<file path="src/rtl/psfp_pkg.sv">
// Shared types and constants for the particle sensor frame parser.
package psfp_pkg;

    // Payload bytes kept in the store.
    localparam int PAYLOAD_BYTES = 24;

    // Frame start bytes.
    localparam logic [7:0] START_BYTE_A = 8'h42;
    localparam logic [7:0] START_BYTE_B = 8'h4D;

    // Accepted values of the length field (low byte; the high byte must be zero).
    localparam logic [7:0] LEN_SHORT = 8'(2 * 9 + 2);
    localparam logic [7:0] LEN_LONG  = 8'(2 * 13 + 2);

    // Byte position within a frame.
    localparam int POS_W = 5;
    localparam logic [POS_W-1:0] POS_START_A  = 5'd0;
    localparam logic [POS_W-1:0] POS_START_B  = 5'd1;
    localparam logic [POS_W-1:0] POS_LEN_HI   = 5'd2;
    localparam logic [POS_W-1:0] POS_LEN_LO   = 5'd3;
    localparam logic [POS_W-1:0] POS_PAYLOAD  = 5'd4;
    localparam logic [POS_W-1:0] POS_CK_HI_SHORT = 5'(2 * 9 + 2 + 2);
    localparam logic [POS_W-1:0] POS_CK_HI_LONG  = 5'(2 * 13 + 2 + 2);

    // Result field widths.
    localparam int WORD_IDX_W = 4;
    localparam int WORD_VAL_W = 16;

    // Controller states.
    typedef enum logic [1:0] {
        ST_RX,
        ST_FETCH,
        ST_SHOW,
        ST_ERR
    } state_t;

    // Commands from the controller to the datapath.
    typedef struct packed {
        logic byte_accept;
        logic word_clear;
        logic word_inc;
        logic fetch;
        logic err_sel;
    } cmd_t;

    // Status from the datapath to the controller.
    typedef struct packed {
        logic frame_end;
        logic sum_match;
        logic last_word;
    } status_t;

    // One result beat.
    typedef struct packed {
        logic [WORD_IDX_W-1:0] word_index;
        logic [WORD_VAL_W-1:0] word_value;
        logic                  frame_ok;
        logic                  last;
    } result_t;

endpackage

</file>
<file path="src/rtl/psfp_byte_if.sv">
// Valid/ready channel that carries one received serial byte per beat.
interface psfp_byte_if;
    logic       valid;
    logic       ready;
    logic [7:0] rx_byte;

    modport source (output valid, output rx_byte, input ready);
    modport sink   (input valid, input rx_byte, output ready);
endinterface

</file>
<file path="src/rtl/psfp_word_if.sv">
// Valid/ready channel that carries one measurement word or error item per beat.
interface psfp_word_if;
    logic        valid;
    logic        ready;
    logic [3:0]  word_index;
    logic [15:0] word_value;
    logic        frame_ok;
    logic        last;

    modport source (output valid, output word_index, output word_value,
                    output frame_ok, output last, input ready);
    modport sink   (input valid, input word_index, input word_value,
                    input frame_ok, input last, output ready);
endinterface

</file>
<file path="src/rtl/psfp_ctrl.sv">
// Controller state machine: byte reception, word read-out and error beat.
module psfp_ctrl
    import psfp_pkg::*;
(
    input  logic    clk,
    input  logic    rst_n,
    input  logic    in_valid,
    output logic    in_ready,
    output logic    out_valid,
    input  logic    out_ready,
    input  status_t status,
    output cmd_t    cmd
);

    state_t state_reg;
    state_t state_next;

    // State register.
    always_ff @(posedge clk or negedge rst_n)
    begin
        if (!rst_n)
        begin
            state_reg <= ST_RX;
        end
        else
        begin
            state_reg <= state_next;
        end
    end

    // Next state and command decode.
    always_comb
    begin
        state_next = state_reg;
        in_ready   = 1'b0;
        out_valid  = 1'b0;
        cmd        = '0;
        unique case (state_reg)
            ST_RX:
            begin
                in_ready = 1'b1;
                if (in_valid)
                begin
                    cmd.byte_accept = 1'b1;
                    if (status.frame_end)
                    begin
                        if (status.sum_match)
                        begin
                            cmd.word_clear = 1'b1;
                            state_next     = ST_FETCH;
                        end
                        else
                        begin
                            state_next = ST_ERR;
                        end
                    end
                end
            end
            ST_FETCH:
            begin
                cmd.fetch  = 1'b1;
                state_next = ST_SHOW;
            end
            ST_SHOW:
            begin
                out_valid = 1'b1;
                if (out_ready)
                begin
                    if (status.last_word)
                    begin
                        state_next = ST_RX;
                    end
                    else
                    begin
                        cmd.word_inc = 1'b1;
                        state_next   = ST_FETCH;
                    end
                end
            end
            ST_ERR:
            begin
                out_valid   = 1'b1;
                cmd.err_sel = 1'b1;
                if (out_ready)
                begin
                    state_next = ST_RX;
                end
            end
            default:
            begin
                state_next = ST_RX;
            end
        endcase
    end

endmodule

</file>
<file path="src/rtl/psfp_datapath.sv">
// Datapath: frame position, checksum sum, payload store and result formatting.
module psfp_datapath
    import psfp_pkg::*;
(
    input  logic       clk,
    input  logic       rst_n,
    input  logic [7:0] rx_byte,
    input  cmd_t       cmd,
    output status_t    status,
    output result_t    res
);

    localparam int WORD_COUNT = PAYLOAD_BYTES / 2;
    localparam int WORD_W     = $clog2(WORD_COUNT);

    logic [POS_W-1:0]  pos_reg;
    logic [POS_W-1:0]  pos_next;
    logic [15:0]       sum_reg;
    logic [15:0]       sum_next;
    logic [7:0]        len_hi_reg;
    logic [7:0]        len_hi_next;
    logic              long_reg;
    logic              long_next;
    logic [7:0]        ck_hi_reg;
    logic [7:0]        ck_hi_next;

    logic [15:0]       sum_plus;
    logic [POS_W-1:0]  ck_hi_pos;
    logic [POS_W-1:0]  ck_lo_pos;
    logic [POS_W-1:0]  pidx;
    logic              store_we;
    logic [WORD_W-1:0] store_addr;

    // Payload store: even and odd bytes in separate banks, one word per entry.
    logic [7:0]            even_mem_reg [WORD_COUNT];
    logic [7:0]            odd_mem_reg  [WORD_COUNT];
    logic [WORD_COUNT-1:0] even_vld_reg;
    logic [WORD_COUNT-1:0] odd_vld_reg;
    logic [7:0]            even_rd_reg;
    logic [7:0]            odd_rd_reg;
    logic                  even_rd_vld_reg;
    logic                  odd_rd_vld_reg;
    logic [WORD_W-1:0]     word_reg;

    assign sum_plus  = sum_reg + {8'h00, rx_byte};
    assign ck_hi_pos = long_reg ? POS_CK_HI_LONG : POS_CK_HI_SHORT;
    assign ck_lo_pos = ck_hi_pos + 5'd1;
    assign pidx      = pos_reg - POS_PAYLOAD;
    assign store_addr = pidx[1 +: WORD_W];

    // Per-byte frame parsing and controller status.
    always_comb
    begin
        pos_next    = pos_reg;
        sum_next    = sum_reg;
        len_hi_next = len_hi_reg;
        long_next   = long_reg;
        ck_hi_next  = ck_hi_reg;
        store_we    = 1'b0;
        status.frame_end = 1'b0;
        status.sum_match = (sum_reg == {ck_hi_reg, rx_byte});
        status.last_word = (word_reg == WORD_W'(WORD_COUNT - 1));
        unique case (pos_reg)
            POS_START_A:
            begin
                if (rx_byte == START_BYTE_A)
                begin
                    sum_next = {8'h00, rx_byte};
                    pos_next = POS_START_B;
                end
            end
            POS_START_B:
            begin
                if (rx_byte == START_BYTE_B)
                begin
                    sum_next = sum_plus;
                    pos_next = POS_LEN_HI;
                end
                else
                begin
                    pos_next = POS_START_A;
                end
            end
            POS_LEN_HI:
            begin
                sum_next    = sum_plus;
                len_hi_next = rx_byte;
                pos_next    = POS_LEN_LO;
            end
            POS_LEN_LO:
            begin
                // The length is accepted only when the high byte is zero and the low byte is a known value.
                if ((len_hi_reg == 8'h00)
                    && ((rx_byte == LEN_SHORT) || (rx_byte == LEN_LONG)))
                begin
                    long_next = (rx_byte == LEN_LONG);
                    sum_next  = sum_plus;
                    pos_next  = POS_PAYLOAD;
                end
                else
                begin
                    pos_next = POS_START_A;
                end
            end
            default:
            begin
                if (pos_reg == ck_hi_pos)
                begin
                    ck_hi_next = rx_byte;
                    pos_next   = pos_reg + 5'd1;
                end
                else if (pos_reg == ck_lo_pos)
                begin
                    status.frame_end = 1'b1;
                    pos_next         = POS_START_A;
                end
                else
                begin
                    sum_next = sum_plus;
                    store_we = (pidx < POS_W'(PAYLOAD_BYTES));
                    pos_next = pos_reg + 5'd1;
                end
            end
        endcase
    end

    // Parser registers.
    always_ff @(posedge clk or negedge rst_n)
    begin
        if (!rst_n)
        begin
            pos_reg    <= POS_START_A;
            sum_reg    <= '0;
            len_hi_reg <= '0;
            long_reg   <= 1'b0;
            ck_hi_reg  <= '0;
        end
        else if (cmd.byte_accept)
        begin
            pos_reg    <= pos_next;
            sum_reg    <= sum_next;
            len_hi_reg <= len_hi_next;
            long_reg   <= long_next;
            ck_hi_reg  <= ck_hi_next;
        end
    end

    // Store valid bits: an entry never written reads as zero.
    always_ff @(posedge clk or negedge rst_n)
    begin
        if (!rst_n)
        begin
            even_vld_reg <= '0;
            odd_vld_reg  <= '0;
        end
        else if (cmd.byte_accept && store_we)
        begin
            if (pidx[0])
            begin
                odd_vld_reg[store_addr] <= 1'b1;
            end
            else
            begin
                even_vld_reg[store_addr] <= 1'b1;
            end
        end
    end

    // Store write port.
    always_ff @(posedge clk)
    begin
        if (cmd.byte_accept && store_we)
        begin
            if (pidx[0])
            begin
                odd_mem_reg[store_addr] <= rx_byte;
            end
            else
            begin
                even_mem_reg[store_addr] <= rx_byte;
            end
        end
    end

    // Store read port, registered.
    always_ff @(posedge clk)
    begin
        if (cmd.fetch)
        begin
            even_rd_reg     <= even_mem_reg[word_reg];
            odd_rd_reg      <= odd_mem_reg[word_reg];
            even_rd_vld_reg <= even_vld_reg[word_reg];
            odd_rd_vld_reg  <= odd_vld_reg[word_reg];
        end
    end

    // Word counter for the read-out burst.
    always_ff @(posedge clk or negedge rst_n)
    begin
        if (!rst_n)
        begin
            word_reg <= '0;
        end
        else if (cmd.word_clear)
        begin
            word_reg <= '0;
        end
        else if (cmd.word_inc)
        begin
            word_reg <= word_reg + WORD_W'(1);
        end
    end

    // Result beat: a measurement word or the checksum error item.
    always_comb
    begin
        if (cmd.err_sel)
        begin
            res.word_index = '0;
            res.word_value = '0;
            res.frame_ok   = 1'b0;
            res.last       = 1'b1;
        end
        else
        begin
            res.word_index = WORD_IDX_W'(word_reg);
            res.word_value = {even_rd_vld_reg ? even_rd_reg : 8'h00,
                              odd_rd_vld_reg  ? odd_rd_reg  : 8'h00};
            res.frame_ok   = 1'b1;
            res.last       = status.last_word;
        end
    end

endmodule

</file>
<file path="src/rtl/particle_sensor_frame_parser_unit.sv">
// Top level of the particle sensor serial frame parser.
//
// The parser takes one received byte per beat on rx and looks for frames that open with
// 0x42 0x4D, carry a big-endian length of 20 or 28, the payload and a big-endian checksum
// equal to the 16-bit wrapping sum of all earlier frame bytes. While receiving, a byte is
// taken every cycle. After the last checksum byte the parser stops taking bytes and either
// sends the twelve big-endian measurement words on tx (word 11 marked last), each word read
// from the registered payload store before it is shown, or one error beat (frame_ok low,
// last high) when the checksum does not match. A short frame leaves words 9 to 11 at
// whatever an earlier frame stored; after reset they read as zero.
module particle_sensor_frame_parser_unit
    import psfp_pkg::*;
(
    input  logic        clk,
    input  logic        rst_n,
    psfp_byte_if.sink   rx,
    psfp_word_if.source tx
);

    cmd_t    cmd;
    status_t status;
    result_t res;

    psfp_ctrl u_ctrl (
        .clk       (clk),
        .rst_n     (rst_n),
        .in_valid  (rx.valid),
        .in_ready  (rx.ready),
        .out_valid (tx.valid),
        .out_ready (tx.ready),
        .status    (status),
        .cmd       (cmd)
    );

    psfp_datapath u_datapath (
        .clk     (clk),
        .rst_n   (rst_n),
        .rx_byte (rx.rx_byte),
        .cmd     (cmd),
        .status  (status),
        .res     (res)
    );

    // Result beat fields.
    assign tx.word_index = res.word_index;
    assign tx.word_value = res.word_value;
    assign tx.frame_ok   = res.frame_ok;
    assign tx.last       = res.last;

    // Reception and read-out never overlap.
    assert property (@(posedge clk) disable iff (!rst_n) !(rx.ready && tx.valid))
        else $error("byte intake open while a result beat is offered");

    // An error beat is always a lone, zeroed, last beat.
    assert property (@(posedge clk) disable iff (!rst_n)
        (tx.valid && !tx.frame_ok) |-> (tx.last && (tx.word_value == 16'h0000)
                                        && (tx.word_index == 4'd0)))
        else $error("malformed checksum error beat");

    // Word numbers stay within the measurement set.
    assert property (@(posedge clk) disable iff (!rst_n)
        tx.valid |-> (tx.word_index <= 4'd11))
        else $error("word index out of range");

    // After a non-final word is taken, the next word is fetched first.
    assert property (@(posedge clk) disable iff (!rst_n)
        (tx.valid && tx.ready && !tx.last) |=> (!tx.valid && !rx.ready))
        else $error("read-out skipped the store fetch cycle");

endmodule

</file>
<file path="src/flat_wrapper.sv">
// flat-port wrapper written by rule: the top's interface ports become plain ports
module particle_sensor_frame_parser_unit_flat import psfp_pkg::*;
  (clk, rst_n, rx_valid, rx_rx_byte, rx_ready, tx_valid, tx_word_index, tx_word_value, tx_frame_ok, tx_last, tx_ready);
  psfp_byte_if rx_i ();
  psfp_word_if tx_i ();
  input  logic clk;
  input  logic rst_n;
  input wire logic [$bits(rx_i.valid)-1:0] rx_valid;
  input wire logic [$bits(rx_i.rx_byte)-1:0] rx_rx_byte;
  output wire logic [$bits(rx_i.ready)-1:0] rx_ready;
  output wire logic [$bits(tx_i.valid)-1:0] tx_valid;
  output wire logic [$bits(tx_i.word_index)-1:0] tx_word_index;
  output wire logic [$bits(tx_i.word_value)-1:0] tx_word_value;
  output wire logic [$bits(tx_i.frame_ok)-1:0] tx_frame_ok;
  output wire logic [$bits(tx_i.last)-1:0] tx_last;
  input wire logic [$bits(tx_i.ready)-1:0] tx_ready;
  assign rx_i.valid = rx_valid;
  assign rx_i.rx_byte = rx_rx_byte;
  assign rx_ready = rx_i.ready;
  assign tx_valid = tx_i.valid;
  assign tx_word_index = tx_i.word_index;
  assign tx_word_value = tx_i.word_value;
  assign tx_frame_ok = tx_i.frame_ok;
  assign tx_last = tx_i.last;
  assign tx_i.ready = tx_ready;
  particle_sensor_frame_parser_unit u_core (.clk(clk), .rst_n(rst_n), .rx(rx_i), .tx(tx_i));
endmodule
</file>
<file path="config.mk">
export PLATFORM = sky130hd
export DESIGN_NAME = particle_sensor_frame_parser_unit_flat
export DESIGN_NICKNAME = d
export VERILOG_FILES = /design/src/rtl/psfp_pkg.sv /design/src/rtl/psfp_byte_if.sv /design/src/rtl/psfp_word_if.sv /design/src/rtl/psfp_ctrl.sv /design/src/rtl/psfp_datapath.sv /design/src/rtl/particle_sensor_frame_parser_unit.sv /design/src/flat_wrapper.sv
export SDC_FILE = /design/constraint.sdc
export NUM_CORES = 1
export LEC_CHECK = 0
export BUFFER_PORTS_ARGS = -buffer_cell sky130_fd_sc_hd__buf_2
export CAP_MARGIN = 20
export CORE_ASPECT_RATIO = 1.5
export CORE_UTILIZATION = 35
export CTS_BUF_LIST = sky130_fd_sc_hd__clkbuf_16
export CTS_CLUSTER_DIAMETER = 150
export DETAILED_ROUTE_END_ITERATION = 7
export PLACE_DENSITY = 0.52
export SKIP_LAST_GASP = 1
export SYNTH_ARGS = -nofsm -noshare
export SYNTH_HDL_FRONTEND = slang
export SYNTH_SLANG_ARGS = --single-unit
</file>
<file path="constraint.sdc">
create_clock -name clk -period 6.8 [get_ports clk]
set_input_delay 0 -clock clk [delete_from_list [all_inputs] [get_ports clk]]
set_output_delay 0 -clock clk [all_outputs]
set_load 0.01 [all_outputs]
</file>
==> metrics, run 1 <==
register area around 8000 sq um; global route overflow 0; Synth Net Count 772; clock skew ~11 ps; Ys Warns 0; CTS tree built; cells on worst reg2reg path 7; Vias about 6500; cell area after synthesis 11900 sq um; sequential area share after synthesis 0.6729; Post-CTS Setup Inserts 0; top cells by area, synth edfxtp_1 53%, dfrtp_1 14%, mux4_2 10%; routed wire length 26.08 mm; vias in the first global route 6906; TritonCTS Buffers 27; initial antenna violation count 0; Peak supply drop between 0.0002 and 0.00025 V; Clock Sinks 278; Ports 36; CP Data Arrival Time 3910 ps; most common cell after layout, fill and taps aside edfxtp_1; CTS H-tree lvls 1; Max Slew Vio Count 0; Initial Util 0.3558; Chip Width around 150 um; HP Class in2reg; DPL Wire Length 16.65 mm; Final nets 812; R2R setup slack 3050 ps; first-pass GRT wire length 41.03 mm; library cells used by synthesis 58; DRC 5; area delta synth->final 13.42%; CP endpoint kind flip-flop; Die Span Y 227.8 um; kind of critical path reg2reg; clock tree root driver cell clkbuf_16; largest net degree at the start of global routing 69; Post-synth top flop edfxtp_1; Pre-Repair DR Iteration Count 7; source of the worst hold timing path rx_rx_byte[0]; drt via density 5.297; Tcrit/Tclk final 0.5512; row count 82; PostCTS Resize Cnt 0; hold path depth 2; status complete, but fails checks; RSZ-0062 raised after global routing false; Worst-Skew Late Latency 540 ps; ratio of cells with drive above 1 in the final layout 0.2127; # port buffers 35; Global Route Usage Sum 0.1546; worst hold endpoint u_core.u_datapath.odd_mem_reg[1][0]; async set or reset register ratio after synthesis 0.2446; GR Util met3 0.02090; commonest cells after routing, fill and taps aside 210 x edfxtp_1, 66 x dfrtp_1, 54 x mux4_2; DRT iter0 DRCs 292; area of the multi-input gates 3691 sq um; pre-CTS WS 2996 ps; CP Max Fanout 16; final setup margin 3052 ps; P per Cell Area 404.8 nW/um^2; GR peak layer met2; FF-to-FF Start u_core.u_datapath.pos_reg[0]; Post-Synthesis Cells 743; Fmax 0.2668 GHz; ANT cells 0; Global Route met2 Usage 0.2814; Final Hold Fails 0; Setup crit start kind flip-flop; r2r endpoint u_core.u_datapath.even_mem_reg[11][7]; Die ar. about 35000 sq um; number of synthesized flops with an enable pin 210; met1 global-route usage 0.1879; post-route ant nets 0; post-route minimum period 3748 ps; Yosys top cell area share 0.5299; core area 33450 sq um; cell taking the most area after synthesis edfxtp_1; Max-Cap Viols 0; Least-Margin Pin Slew around 1000 ps; routed len/inst 21.31 um; clk slew on worst S/H paths 70 ps; Layout fillers 3069; Setup TNS 0 ps; Critical Path RT 6960 ps; headroom to the max-slew limit 0.3059; Pleak 0.004763 uW; Final Wtd Congestion between 0.8 and 0.9; Synth Register Bits 278; Clock Path Buffers 3; final setup fails 0; syn avg cell area approximately 16 sq um; failing checks DRC
[cell type report]
| type | instances | share of cell area |
|---|---|---|
| tap | 420 | 0.03894 |
| multi-input combinational | 413 | 0.2735 |
| timing repair buffer | 50 | 0.02188 |
| clock inverter | 23 | 0.01836 |
| inverter | 13 | 0.003615 |
| sequential | 278 | 0.5937 |
| clock buffer | 27 | 0.05006 |
[per-layer routing]
| metal | vias to the layer above | wire length, um |
|---|---|---|
| met5 | - | 0 |
| met4 | 0 | 614 |
| met3 | 37 | 1051 |
| met2 | 152 | 13620 |
| met1 | 3290 | 10790 |
| li1 | 3005 | - |
[Yosys cell counts (6+ instances only)]
library cell	instances
edfxtp_1	210
mux2i_1	23
xor2_1	6
o21ai_0	34
mux4_2	54
o31ai_1	18
ha_1	16
nand3_1	11
o21ai_1	9
nor4_1	6
clkbuf_1	30
mux2_2	16
dfrtp_1	68
xnor2_1	11
and2_1	6
nor3_1	8
nor2_1	34
inv_1	11
o21bai_1	20
nand2_1	42
and3_1	18
a21oi_1	8
[where the power goes]
part	switching [uW]	internal, uW	leakage, uW
clock	659	890	0.000472
combinational	938	719	0.00156
sequential	189	2070	0.00273
total	1790	3680	0.00476
[worst max-delay path, stage by stage, from the launching register on]
cell and delay [ps]:
dfrtp_1 660, inv_1 190, ha_1 310, a22oi_1 270
a21oi_1 250, nor4b_2 490, nand2_1 290, nor3_1 890
[metrics by stage]
| stage | instance area, sq um | total power [uW] | util | instances | hold slack (ps) |
|---|---|---|---|---|---|
| after global placement | 12530 | 3967 | 0.3746 | 1169 | 256.5 |
| after global routing | 13500 | 5770 | 0.4035 | 1224 | 16.25 |
| after detailed placement | 12530 | 3970 | 0.3746 | 1169 | 255.4 |
| after CTS | 13490 | 5539 | 0.4034 | 1223 | 2.831 |
| final | 13500 | 5463 | 0.4035 | 1224 | 9.691 |
| after floorplan | 11900 | 3480 | - | 743 | -295.6 |
[timing repair]
action                                  CTS  global route
hold buffers                              4             0
endpoints found under the setup margin    0             0
endpoints found under the hold margin    70             0
[worst max path at each step]
stage,start,endpoint,slack [ps],cells past startpoint
finish,u_core.u_datapath.pos_reg[0],u_core.u_datapath.even_mem_reg[11][7],3050,7
floorplan,u_core.u_datapath.pos_reg[2],u_core.u_datapath.even_mem_reg[10][0],3920,8
detailed placement,u_core.u_datapath.pos_reg[0],u_core.u_datapath.even_mem_reg[8][4],3000,7
CTS,u_core.u_datapath.pos_reg[0],u_core.u_datapath.even_mem_reg[8][3],2950,7
global route,u_core.u_datapath.pos_reg[0],u_core.u_datapath.even_mem_reg[11][3],2660,7
global placement,u_core.u_datapath.pos_reg[0],u_core.u_datapath.even_mem_reg[8][1],3080,7
[kinds of logic (layout without fill, tap and decap cells)]
family / after synthesis / in the layout / synth area share
buffers and inverters: 52 / 113 / 0.01693
muxes: 96 / 96 / 0.1395
and+or+nand+nor: 162 / 162 / 0.07360
adders and majority gates: 17 / 17 / 0.01850
xor gates and xnor gates: 17 / 17 / 0.01251
AOI/OAI and AO/OA: 121 / 121 / 0.06603
DFF: 278 / 278 / 0.6729
No activity file was read; power rests on OpenSTA's default activity.
==> run 2, diff against run 1 <==
==> constraint.sdc (replaced) <==
create_clock -name clk -period 3.85 [get_ports clk]
set_input_delay 0 -clock clk [delete_from_list [all_inputs] [get_ports clk]]
set_output_delay 0 -clock clk [all_outputs]
set_load 0.01 [all_outputs]
==> metrics, run 2 (synthesis gave the netlist of run 1 again) <==
status complete, but fails checks (unchanged); failing checks DRC (unchanged); first-pass GRT wire length 41.32 mm (was 41.03 mm); Pleak 0.004907 uW (was 0.004763 uW); CP endpoint kind flip-flop (unchanged); RSZ-0062 raised after global routing false (unchanged); Worst-Skew Late Latency 540 ps (about the same); clk slew on worst S/H paths 60 ps (was 70 ps); CTS tree built (unchanged); post-route minimum period 3133 ps (was 3748 ps); worst hold slack 46.36 ps (was 9.691 ps); drt via density 5.239 (was 5.297); DPL Wire Length 17.59 mm (was 16.65 mm); Critical Path RT 4020 ps (was 6960 ps); final setup margin 716.9 ps (was 3052 ps); headroom to the max-slew limit 0.4497 (was 0.3059); Power, Total 9597 uW (was 5463 uW); ratio of cells with drive above 1 in the final layout 0.2263 (was 0.2127); commonest cells after routing, fill and taps aside 210 x edfxtp_1, 66 x dfrtp_1, 54 x mux4_2 (unchanged); post-route ant nets 0 (unchanged); routed wire length 26.56 mm (was 26.08 mm); CP Data Arrival Time 3310 ps (was 3910 ps); Global Route Usage Sum 0.1568 (was 0.1546); kind of critical path reg2reg (unchanged); post-route cell area 13700 sq um (was 13500 sq um); Max-Cap Viols 0 (unchanged); Die ar. 34760 sq um (unchanged); final setup fails 0 (unchanged); CP Max Fanout 8 (was 16); Chip Width 152.6 um (unchanged); dpl cell area 12750 sq um (was 12530 sq um); TritonCTS Buffers 27 (unchanged); clock skew 7.908 ps (was 10.80 ps); Final Wtd Congestion 0.8203 (was 0.8034); # port buffers 35 (unchanged); most common cell after layout, fill and taps aside edfxtp_1 (unchanged); Pre-Repair DR Iteration Count 7 (unchanged); HP Class in2reg (unchanged); Peak supply drop 0.0002776 V (was 0.0002136 V); Fmax 0.3192 GHz (was 0.2668 GHz); routed len/inst 21.17 um (was 21.31 um); initial antenna violation count 1 (was 0); core area 33450 sq um (unchanged); Clock Path Buffers 3 (unchanged); row count 82 (unchanged); Vias 6575 (was 6484); global route overflow 0 (unchanged); Final nets 843 (was 812); Tcrit/Tclk final 0.8138 (was 0.5512); pre-CTS WS 703.6 ps (was 2996 ps); Die Span Y 227.8 um (unchanged); Final Hold Fails 0 (unchanged); P per Cell Area 700.6 nW/um^2 (was 404.8 nW/um^2); Clock Sinks 278 (unchanged); clock tree root driver cell clkbuf_16 (unchanged); vias in the first global route 6854 (was 6906); ANT cells 0 (unchanged); Setup crit start kind flip-flop (unchanged); largest net degree at the start of global routing 39 (was 69); DRT iter0 DRCs 403 (was 292); CTS H-tree lvls 1 (unchanged); DRC 5 (unchanged); Max Slew Vio Count 0 (unchanged); Ports 36 (unchanged); Setup TNS 0 ps (unchanged); Initial Util 0.3558 (unchanged); Least-Margin Pin Slew 825.4 ps (was 1033 ps); area delta synth->final 15.11% (was 13.42%)
==> run 2: changes by cell type in the layout (fill, tap and decap cells not counted), sizes merged <==
cell / before / now
bufinv: 4 / 3
clkinv: 11 / 9
buf: 46 / 73
inv: 20 / 23
dlygate4sd3: 4 / 8
==> run 2: power by group <==
part / internal (uW) / total [uW] / switching (uW) / leakage, uW
sequential: 3650 / 3990 / 335 / 0.00273
clock: 1480 / 2600 / 1120 / 0.000455
combinational: 1340 / 3020 / 1670 / 0.00172
total: 6470 / 9600 / 3120 / 0.00491
==> run 2: area by class of cell <==
class	instances	area (sq um)
timing repair buffer	81	553.0
inverter	13	48.80
tap	420	525.5
clock inverter	23	191.4
multi-input combinational	413	3691
sequential	278	8013
fill	3065	19750
clock buffer	27	675.6
==> run 2: metrics by stage <==
step | instances | util
after global routing | 1255 | 0.4095
after floorplan | 743 | -
after detailed placement | 1197 | 0.3812
final | 1255 | 0.4095
after CTS | 1255 | 0.4095
after global placement | 1197 | 0.3812
==> run 2: path summary, 6_finish.rpt <==
check                      cells past startpoint                                from                                   end  slack (ps)
min in group asynchronous                      2                               rst_n        u_core.u_datapath.ck_hi_reg[6]          60
max in group asynchronous                      3                               rst_n            u_core.u_ctrl.state_reg[0]        3030
max reg2reg                                    7        u_core.u_datapath.pos_reg[2]  u_core.u_datapath.even_mem_reg[0][2]         720
max                                            7        u_core.u_datapath.pos_reg[2]  u_core.u_datapath.even_mem_reg[0][2]         720
min                                            2                       rx_rx_byte[3]  u_core.u_datapath.even_mem_reg[4][3]          50
min reg2reg                                    2  u_core.u_datapath.even_vld_reg[10]    u_core.u_datapath.even_vld_reg[10]         470
==> run 2: repair_timing <==
action	in CTS	in global routing
hold endpoints to repair	53	0
setup buffers	0	0
hold buffers	8	0
gates resized for setup	0	0
==> run 2: layer usage <==
layer | vias up | GRT usage | wire [um]
met3 | 40 | 0.01729 | 879
met1 | 3344 | 0.1985 | 11210
met2 | 124 | 0.2756 | 13690
met4 | 0 | 0.05966 | 784
met5 | - | 0 | 0
li1 | 3067 | - | -
==> run 2: worst max-delay path, stage by stage, from the launching register on <==
cell	delay, ps
dfrtp_1	450
inv_1	140
ha_1	310
a22oi_1	250
a21oi_1	250
nor4b_2	460
nand2_1	300
nor2_1	610
==> run 3, diff against run 2 <==
--- a/config.mk
+++ b/config.mk
@@ -5,6 +5,7 @@
 export SDC_FILE = /design/constraint.sdc
 export NUM_CORES = 1
 export LEC_CHECK = 0
+export ABC_AREA = 1
 export BUFFER_PORTS_ARGS = -buffer_cell sky130_fd_sc_hd__buf_2
 export CAP_MARGIN = 20
 export CORE_ASPECT_RATIO = 1.5
@@ -12,7 +13,7 @@
 export CTS_BUF_LIST = sky130_fd_sc_hd__clkbuf_16
 export CTS_CLUSTER_DIAMETER = 150
 export DETAILED_ROUTE_END_ITERATION = 7
-export PLACE_DENSITY = 0.52
+export PLACE_DENSITY = 0.54
 export SKIP_LAST_GASP = 1
 export SYNTH_ARGS = -nofsm -noshare
 export SYNTH_HDL_FRONTEND = slang
==> constraint.sdc (replaced) <==
create_clock -name clk -period 2.6 [get_ports clk]
set_input_delay 0 -clock clk [delete_from_list [all_inputs] [get_ports clk]]
set_output_delay 0 -clock clk [all_outputs]
set_load 0.01 [all_outputs]
==> metrics, run 3 <==
Ys Warns 0 (unchanged); top post-synthesis cells by count 238 x nor2_1, 210 x edfxtp_1, 181 x nand2_1 (was 210 x edfxtp_1, 68 x dfrtp_1, 54 x mux4_2); status finished clean (was complete, but fails checks); row count 84 (was 82); final setup fails 0 (unchanged); placed insts 1743 (was 1197); Ports 36 (unchanged); DRT iter0 DRCs 576 (was 403); routed len/inst 19.82 um (was 21.17 um); global route overflow 0 (unchanged); post-route ant nets 0 (unchanged); DPL Wire Length 24.68 mm (was 17.59 mm); drt via density 5.034 (was 5.239); Die ar. 36680 sq um (was 34760 sq um); Initial Util 0.3569 (was 0.3558); Worst-Skew Late Latency 550 ps (was 540 ps); top cells by area, synth edfxtp_1 50%, dfrtp_1 14%, nor2_1 7.1% (was edfxtp_1 53%, dfrtp_1 14%, mux4_2 10%); Post-CTS Setup Inserts 0 (unchanged); library cells used by synthesis 44 (was 58); post-route cell area 14630 sq um (was 13700 sq um); GR peak layer met2 (unchanged); Global Route Usage Sum 0.2014 (was 0.1568); Vias 9112 (was 6575); CP Max Fanout 18 (was 8); GR Util met3 0.01830 (was 0.01729); vias in the first global route 9103 (was 6854); RSZ-0062 raised after global routing true (was false); clock skew 13.34 ps (was 7.908 ps); P per Cell Area 1076 nW/um^2 (was 700.6 nW/um^2); HP Class in2reg (unchanged); async set or reset register ratio after synthesis 0.2446 (unchanged); Max-Cap Viols 0 (unchanged); ANT cells 0 (unchanged); CP Data Arrival Time 2690 ps (was 3310 ps); first-pass GRT wire length 54.22 mm (was 41.32 mm); post-route minimum period 2433 ps (was 3133 ps); Pre-Repair DR Iteration Count 5 (was 7); Clock Sinks 278 (unchanged); Fmax 0.4110 GHz (was 0.3192 GHz); ratio of cells with drive above 1 in the final layout 0.1384 (was 0.2263); routed wire length 35.87 mm (was 26.56 mm); DRC 0 (was 5); number of synthesized flops with an enable pin 210 (unchanged); cell taking the most area after synthesis edfxtp_1 (unchanged); syn avg cell area 10.19 sq um (was 16.02 sq um); kind of critical path reg2reg (unchanged); Peak supply drop 0.0005919 V (was 0.0002776 V); Final nets 1344 (was 843); CTS H-tree lvls 1 (unchanged); Setup crit start kind flip-flop (unchanged); most common cell after layout, fill and taps aside nor2_1 (was edfxtp_1); core area 35210 sq um (was 33450 sq um); most frequent cell after synthesis nor2_1 (was edfxtp_1); CP endpoint kind flip-flop (unchanged); Yosys top cell area share 0.5018 (was 0.5299); sequential area share after synthesis 0.6373 (was 0.6729); clock tree root driver cell clkbuf_16 (unchanged); largest net degree at the start of global routing 66 (was 39); cell area after synthesis 12570 sq um (was 11900 sq um); Pleak 0.005749 uW (was 0.004907 uW); Synth Register Bits 278 (unchanged); final cell count without fillers 1810 (was 1255); dpl cell area 13560 sq um (was 12750 sq um); Clock Path Buffers 3 (unchanged); Synth Net Count 1262 (was 772); Die Span Y 234.1 um (was 227.8 um); Critical Path RT 2860 ps (was 4020 ps); Least-Margin Pin Slew 973.0 ps (was 825.4 ps); Setup TNS 0 ps (unchanged); Max Slew Vio Count 0 (unchanged); met1 global-route usage 0.2281 (was 0.1985); Post-synth top flop edfxtp_1 (unchanged); # port buffers 35 (unchanged); Chip Width 156.7 um (was 152.6 um); area delta synth->final 16.39% (was 15.11%); Final Wtd Congestion 0.8909 (was 0.8203); Final Hold Fails 0 (unchanged); Global Route met2 Usage 0.3951 (was 0.2756); headroom to the max-slew limit 0.3492 (was 0.4497); Post-Synthesis Cells 1233 (was 743); commonest cells after routing, fill and taps aside 237 x nor2_1, 210 x edfxtp_1, 181 x nand2_1 (was 210 x edfxtp_1, 66 x dfrtp_1, 54 x mux4_2); Tcrit/Tclk final 0.9357 (was 0.8138); initial antenna violation count 0 (was 1); CTS tree built (unchanged); clk slew on worst S/H paths 60 ps (about the same); TritonCTS Buffers 28 (was 27)
[run 3: cell types whose count changed in the layout (fill, tap and decap cells not counted), sizes merged, moves of 50 or more]
cell,delta
o21ai,+127
nor2,+208
nand2,+144
nand3,+50
inv,+80
mux4,-54
[run 3: cells by family (layout without fill, tap and decap cells)]
| family | Yosys count | after routing | share of synthesized area |
|---|---|---|---|
| AND/OR/NAND/NOR | 513 | 513 | 0.1681 |
| buffers and inverters | 156 | 260 | 0.05028 |
| adder cells (fa/ha/maj) | 17 | 17 | 0.01752 |
| XOR/XNOR | 7 | 7 | 0.004879 |
| flip-flops | 278 | 278 | 0.6373 |
| AO/OA/AOI/OAI | 262 | 262 | 0.1220 |
[run 3: worst max-delay path, stage by stage, from the launching register on]
cell and delay [ps]:
dfrtp_1 440, inv_1 130, ha_1 250, nand3_1 140, nand2_2 90, nor3_4 210
inv_2 80, nor2_2 100, nand2_2 280, nor2_1 220, buf_4 200
[run 3: metrics by stage]
step                      hold WS, ps  total power [uW]  worst slack (ps)    util
after floorplan                -295.6              9636             256.5       -
after global placement         -7.299             11800             231.7  0.3851
after detailed placement       -5.833             11820             187.0  0.3851
after CTS                      0.5390             15860             149.5  0.4153
after global routing            23.38             16740            -42.26  0.4154
final                           13.62             15740             167.1  0.4154
[run 3: where the power goes]
part | switching [uW] | leakage [uW] | internal [uW]
Sequential | 345 | 0.00272 | 5410
Clock | 1690 | 0.000459 | 2310
Combinational | 4060 | 0.00257 | 1930
[run 3: worst paths after layout]
path                                               startpoint                                   to  slack [ps]  depth (start not counted)
max in group asynchronous                               rst_n        u_core.u_datapath.word_reg[0]         580                          4
min in group asynchronous                               rst_n      u_core.u_datapath.len_hi_reg[5]         560                          4
min reg2reg                u_core.u_datapath.even_vld_reg[10]   u_core.u_datapath.even_vld_reg[10]         460                          2
min                                             rx_rx_byte[0]       u_core.u_datapath.ck_hi_reg[0]          10                          3
max reg2reg                      u_core.u_datapath.pos_reg[0]  u_core.u_datapath.odd_mem_reg[3][0]         170                         10
max                              u_core.u_datapath.pos_reg[0]  u_core.u_datapath.odd_mem_reg[3][0]         170                         10
[run 3: routing by layer]
layer	wire [um]	vias up
li1	-	4389
met1	13880	4487
met4	678	0
met3	1301	38
met2	20010	198
met5	0	-
[run 3: area by class of cell]
type                            count  area [sq um]
Clock buffer                       29         725.7
Clock inverter                     23         185.2
Fill cell                        3462         20580
Inverter                           96         362.8
Multi-Input combinational cell    799          3929
Sequential cell                   278          8011
Tap cell                          473         591.8
Timing Repair Buffer              112         819.5
[run 3: timing repair]
item                       CTS  global route
hold endpoints to repair    88             0
resized for setup            0             1
hold buffers                15             0
setup endpoints to repair    0            50
